[config.mk]
export PLATFORM = sky130hd
export DESIGN_NAME = apd_datapath
export DESIGN_NICKNAME = d
export VERILOG_FILES = /design/src/rtl/apd_pkg.sv /design/src/rtl/apd_datapath.sv
export SDC_FILE = /design/constraint.sdc
export NUM_CORES = 1
export LEC_CHECK = 0
export ABC_CLOCK_PERIOD_IN_PS = 8600
export BUFFER_PORTS_ARGS = -buffer_cell sky130_fd_sc_hd__buf_2
export CORE_ASPECT_RATIO = 1.1
export CORE_UTILIZATION = 45
export CTS_BUF_LIST = sky130_fd_sc_hd__clkbuf_4 sky130_fd_sc_hd__clkbuf_8
export DETAILED_ROUTE_END_ITERATION = 6
export GPL_TIMING_DRIVEN = 0
export HOLD_SLACK_MARGIN = 0.1
export MAX_ROUTING_LAYER = met4
export PLACE_DENSITY = 0.69
export RECOVER_POWER = 25
export SLEW_MARGIN = 15
export SYNTH_ARGS = -nofsm -noshare
export SYNTH_HDL_FRONTEND = slang
export SYNTH_SLANG_ARGS = --single-unit
[constraint.sdc]
create_clock -name clk -period 8.6 [get_ports clk]
set_input_delay 1.29 -clock clk [delete_from_list [all_inputs] [get_ports clk]]
set_output_delay 1.29 -clock clk [all_outputs]
set_load 0.01 [all_outputs]
[src/rtl/apd_pkg.sv]
package apd_pkg;

  localparam int DEF_MAX_DELAY   = 1024;
  localparam int DEF_STAGE_COUNT = 3;
  localparam int DEF_SAMPLE_BITS = 24;

  localparam int LINE_COUNT     = 3;
  localparam int LINE_IDX_BITS  = 2;
  localparam int GAIN_BITS      = 15;
  localparam int DELAY_BITS     = 11;
  localparam int CFG_INDEX_BITS = 2;
  localparam int CFG_DATA_BITS  = 15;
  localparam int ROUND_SHIFT    = 15;

  localparam logic [GAIN_BITS-1:0] GAIN_LIMIT = 15'd29491;
  localparam logic [GAIN_BITS-1:0] GAIN_RESET = 15'd0;

  localparam logic [DELAY_BITS-1:0] DELAY_RESET [LINE_COUNT] = '{11'd53, 11'd79, 11'd115};

  typedef enum logic [CFG_INDEX_BITS-1:0] {
    REG_GAIN   = 2'd0,
    REG_DELAY1 = 2'd1,
    REG_DELAY2 = 2'd2,
    REG_DELAY3 = 2'd3
  } cfg_reg_t;

  // one strobe per datapath step, at most one set in a cycle
  typedef struct packed {
    logic load_in;
    logic mul_b;
    logic sum_v;
    logic mul_v;
    logic sum_y;
  } dp_ctrl_t;

endpackage

[src/rtl/apd_datapath.sv]
module apd_datapath #(
  parameter int SAMPLE_BITS = apd_pkg::DEF_SAMPLE_BITS
) (
  input  logic                                clk,
  input  apd_pkg::dp_ctrl_t                   ctrl,
  input  logic [apd_pkg::GAIN_BITS-1:0]       gain,
  input  logic signed [SAMPLE_BITS-1:0]       sample_in,
  input  logic signed [SAMPLE_BITS-1:0]       tap,
  input  logic                                tap_valid,
  output logic signed [SAMPLE_BITS-1:0]       line_value,
  output logic signed [SAMPLE_BITS-1:0]       stage_value
);
  import apd_pkg::*;

  localparam int PB = SAMPLE_BITS + GAIN_BITS + 1;
  localparam int RB = PB - ROUND_SHIFT;
  localparam int WB = RB + 1;
  localparam logic signed [PB-1:0] RND_HALF = PB'(1) <<< (ROUND_SHIFT - 1);

  logic signed [SAMPLE_BITS-1:0] x_reg;
  logic signed [SAMPLE_BITS-1:0] b_reg;
  logic signed [SAMPLE_BITS-1:0] v_reg;
  logic signed [PB-1:0]          prod;

  logic [GAIN_BITS-1:0]          g_used;
  logic signed [GAIN_BITS:0]     g_s;
  logic signed [SAMPLE_BITS-1:0] b_sel;
  logic signed [SAMPLE_BITS-1:0] mul_a;
  logic signed [PB-1:0]          prod_next;
  logic signed [PB-1:0]          prod_pos_r;
  logic signed [PB-1:0]          prod_neg_r;
  logic signed [RB-1:0]          rnd_pos;
  logic signed [RB-1:0]          rnd_neg;
  logic signed [WB-1:0]          v_wide;
  logic signed [WB-1:0]          y_wide;

  function automatic logic signed [SAMPLE_BITS-1:0] sat_fn(input logic signed [WB-1:0] a);
    logic [WB-SAMPLE_BITS:0] top;
    top = a[WB-1:SAMPLE_BITS-1];
    if ((&top) || !(|top)) begin
      return a[SAMPLE_BITS-1:0];
    end else if (a[WB-1]) begin
      return {1'b1, {(SAMPLE_BITS-1){1'b0}}};
    end else begin
      return {1'b0, {(SAMPLE_BITS-1){1'b1}}};
    end
  endfunction

  assign g_used = (gain > GAIN_LIMIT) ? GAIN_LIMIT : gain;
  assign g_s    = {1'b0, g_used};
  // an entry not yet written since reset reads as zero
  assign b_sel  = tap_valid ? tap : '0;
  assign mul_a  = ctrl.mul_v ? v_reg : b_sel;

  always_comb begin
    prod_next  = g_s * mul_a;
    prod_pos_r = prod + RND_HALF;
    prod_neg_r = RND_HALF - prod;
    // arithmetic shift by part-select, rounds half toward plus infinity
    rnd_pos    = $signed(prod_pos_r[PB-1:ROUND_SHIFT]);
    rnd_neg    = $signed(prod_neg_r[PB-1:ROUND_SHIFT]);
    v_wide     = {{(WB-SAMPLE_BITS){x_reg[SAMPLE_BITS-1]}}, x_reg} + {rnd_pos[RB-1], rnd_pos};
    y_wide     = {{(WB-SAMPLE_BITS){b_reg[SAMPLE_BITS-1]}}, b_reg} + {rnd_neg[RB-1], rnd_neg};
  end

  always_ff @(posedge clk) begin
    if (ctrl.load_in) begin
      x_reg <= sample_in;
    end else if (ctrl.sum_y) begin
      x_reg <= sat_fn(y_wide);
    end
    if (ctrl.mul_b) begin
      b_reg <= b_sel;
    end
    if (ctrl.mul_b || ctrl.mul_v) begin
      prod <= prod_next;
    end
    if (ctrl.sum_v) begin
      v_reg <= sat_fn(v_wide);
    end
  end

  assign line_value  = v_reg;
  assign stage_value = x_reg;

endmodule

==> impl_metrics.env <==
export IMPL_status="finished, violations left"
export IMPL_violations="max-capacitance violations, max-slew violations"
export IMPL_muxShareOfSynthArea_pct=0.0474
export IMPL_async_flop_share_pct=0
export IMPL_hold_class="reg -> reg"
export IMPL_htreeDepth=3
export IMPL_cpMaxStageDelayCell="fa_1"
export IMPL_syn_inst=2374
export IMPL_drtAntennaViolNets=0
export IMPL_synth_top_family_by_area="adder cells"
export IMPL_worst_pin_slew_ps=1540
export IMPL_synthToLayoutAreaGrowth_pct=8.30
export IMPL_die_y_um=229
export IMPL_insertion_delay_ps=420
export IMPL_worstSetupPathType="in -> reg"
export IMPL_num_fill_cells=4315
export IMPL_cp_end_kind="register"
export IMPL_die_x_um=209
export IMPL_drv_slew=50
export IMPL_synth_xor_area_share_pct=5.43
export IMPL_via_per_inst=5.44
export IMPL_mostFrequentLayoutCell="inv_1"
export IMPL_skew_ps=21.8
export IMPL_multi_input_area_um2=15800
export IMPL_final_area_um2=22900
export IMPL_synth_main_ff_cell="edfxtp_1"
export IMPL_tritoncts="yes"
export IMPL_grt_max_degree=41
export IMPL_avgSynthCellArea_um2=8.89
export IMPL_initial_core_util_pct=45.9
export IMPL_antenna_found_initial=1
export IMPL_syn_area_um2=21100
export IMPL_rr_startpoint="line_value[10]$_DFFE_PP_"
export IMPL_synth_edf_count=112
export IMPL_setup_violations=0
export IMPL_clock_sinks=112
export IMPL_grt_pass1_vias=17500
export IMPL_hold_depth=3
export IMPL_io_buffer_count=116
export IMPL_holdWs_ps=756
export IMPL_fin_nets=3077
export IMPL_placed_cells=3078
export IMPL_dpl_hpwl_mm=52.3
export IMPL_rrSetupSlack_ps=1270
export IMPL_worstReg2RegEnd="prod[39]$_DFFE_PP_"
export IMPL_largest_register="prod"
export IMPL_coreArea_um2=46000
export IMPL_dpl_cell_area_um2=22400
export IMPL_hold_path_startpoint="b_reg[0]$_DFFE_PP_"
export IMPL_cts_buffer_depth=2
export IMPL_final_seq_area_um2=3360
export IMPL_rows=82
export IMPL_cts_buffers=9
export IMPL_die_area_um2=47800
export IMPL_fin_crit_ps=8440
export IMPL_routed_wl_mm=60.9
export IMPL_gp_congestion=0.964
export IMPL_holdPathEnd="stage_value[0]$_DFFE_PP_"
export IMPL_io_pin_count=118
export IMPL_path_max_fanout=10
export IMPL_hold_viol=0
export IMPL_synthSimpleGateAreaFrac_pct=15.5
export IMPL_yosys_warnings=0
export IMPL_drtIter0Drc=1167
export IMPL_cpPeakStageDelay_ps=530
export IMPL_post_place_ws_ps=-1440
export IMPL_overflow=0
export IMPL_drive_gt1_share_pct=8.97
export IMPL_synth_nets=2947
export IMPL_synth_compound_area_share_pct=11.1
export IMPL_vias=16800
export IMPL_cp_common_cell="fa_1"
export IMPL_critPathArrivalTime_ps=8610
export IMPL_ys_types=64
export IMPL_drc=0
export IMPL_synth_adder_area_share_pct=42.3
export IMPL_fin_crit_sh_pct=98.2
export IMPL_max_freq_ghz=0.118
export IMPL_cp_required_ps=8770
export IMPL_synth_seq_cells=112
export IMPL_drt_first_pass_iters=7
export IMPL_reg2reg_depth=25
export IMPL_slew_headroom_pct=-2.67
export IMPL_cp_start_kind="input pin"
export IMPL_worst_slack_ps=158
export IMPL_root_buffer="clkbuf_8"
export IMPL_stdcell_count=3098
export IMPL_wl_per_cell_um=19.6
export IMPL_synth_seq_area_share_pct=15.9
export IMPL_track_usage_pct=26.9
export IMPL_largest_reg_flops=40
export IMPL_maxCapViolCount=2
export IMPL_grt_pass1_wl_mm=95.7
export IMPL_mostFrequentLayoutCells="inv_1 (453), fa_1 (352), nand2_1 (318), nor2_1 (186), ha_1 (149)"
export IMPL_clk_pin_slew_ps=110
## cell families after synthesis
family | count (synthesis)
AO/OA/AOI/OAI | 351
XOR/XNOR | 130
adder cells (fa/ha/maj) | 503
buffers and inverters | 542
flip-flops | 112
multiplexers | 1
AND/OR/NAND/NOR | 735
## worst max path at each step
stage	start	end	slack [ps]
2_1_floorplan	gain[3]	prod[39]$_DFFE_PP_	270
3_3_place_gp	tap_valid	prod[39]$_DFFE_PP_	-1410
3_5_place_dp	gain[3]	prod[39]$_DFFE_PP_	-1440
4_1_cts	tap_valid	prod[38]$_DFFE_PP_	10
5_1_grt	gain[3]	prod[39]$_DFFE_PP_	-60
6_report	gain[4]	prod[39]$_DFFE_PP_	160
## critical path, delay by kind of cell
kind / cells / cell delay (ps)
buf+inv: 7 / 1010
fa+ha+maj: 7 / 3400
compound gates: 10 / 1800
simple gates: 6 / 1100
## metrics by stage
stage / TNS (ps) / utilization (%)
3_5_place_dp: -15750 / 48.8
5_1_grt: -56.8 / 49.7
3_3_place_gp: -13520 / 48.8
6_report: 0 / 49.7
4_1_cts: 0 / 49.5
2_1_floorplan: 0 / -
## repair_timing
action | 4_1_cts | 5_1_grt
pin swaps | 2 | 8
cloned | 0 | 0
hold buffers | 0 | 0
setup buffers | 2 | 4
gates resized for setup | 50 | 48
endpoints found under the setup margin | 14 | 8
## cell type report
| class | count | share of cell area [%] |
|---|---|---|
| Antenna cell | 1 | 0.0109 |
| Buffer | 86 | 1.71 |
| Clock buffer | 9 | 0.542 |
| Clock inverter | 7 | 0.328 |
| Inverter | 453 | 7.44 |
| Multi-Input combinational cell | 1720 | 69.3 |
| Sequential cell | 112 | 14.7 |
| Tap cell | 588 | 3.22 |
| Timing Repair Buffer | 122 | 2.73 |
## synth_stat cells (11+ instances only)
master	n	share of area [%]
a21o_1	42	1.5
a21oi_1	118	2.8
and2_1	65	1.9
and3_1	18	0.53
clkbuf_1	81	1.4
edfxtp_1	112	16
fa_1	352	33
ha_1	151	8.9
inv_1	453	8.1
nand2_1	318	5.7
nand2b_1	16	0.47
nand3_1	39	0.92
nand4_1	11	0.33
nor2_1	189	3.4
nor2b_1	29	0.86
nor3_1	19	0.45
o21a_1	31	1.1
o21ai_0	54	1.3
o21ai_1	14	0.33
o21bai_1	14	0.50
xnor2_1	89	3.7
xor2_1	40	1.7
## layer usage
| layer | share of wire (%) | up-vias | track usage, % |
|---|---|---|---|
| li1 | - | 7738 | - |
| met3 | 6.5 | 124 | 1.95 |
| met1 | 41 | 8292 | 33.7 |
| met5 | 0 | - | - |
| met2 | 48 | 691 | 44.6 |
| met4 | 4.4 | 0 | 12.3 |
Power is left out: the tool's default activity adds up to more than one toggle a clock period on the data nets, which glitch-free logic cannot reach.
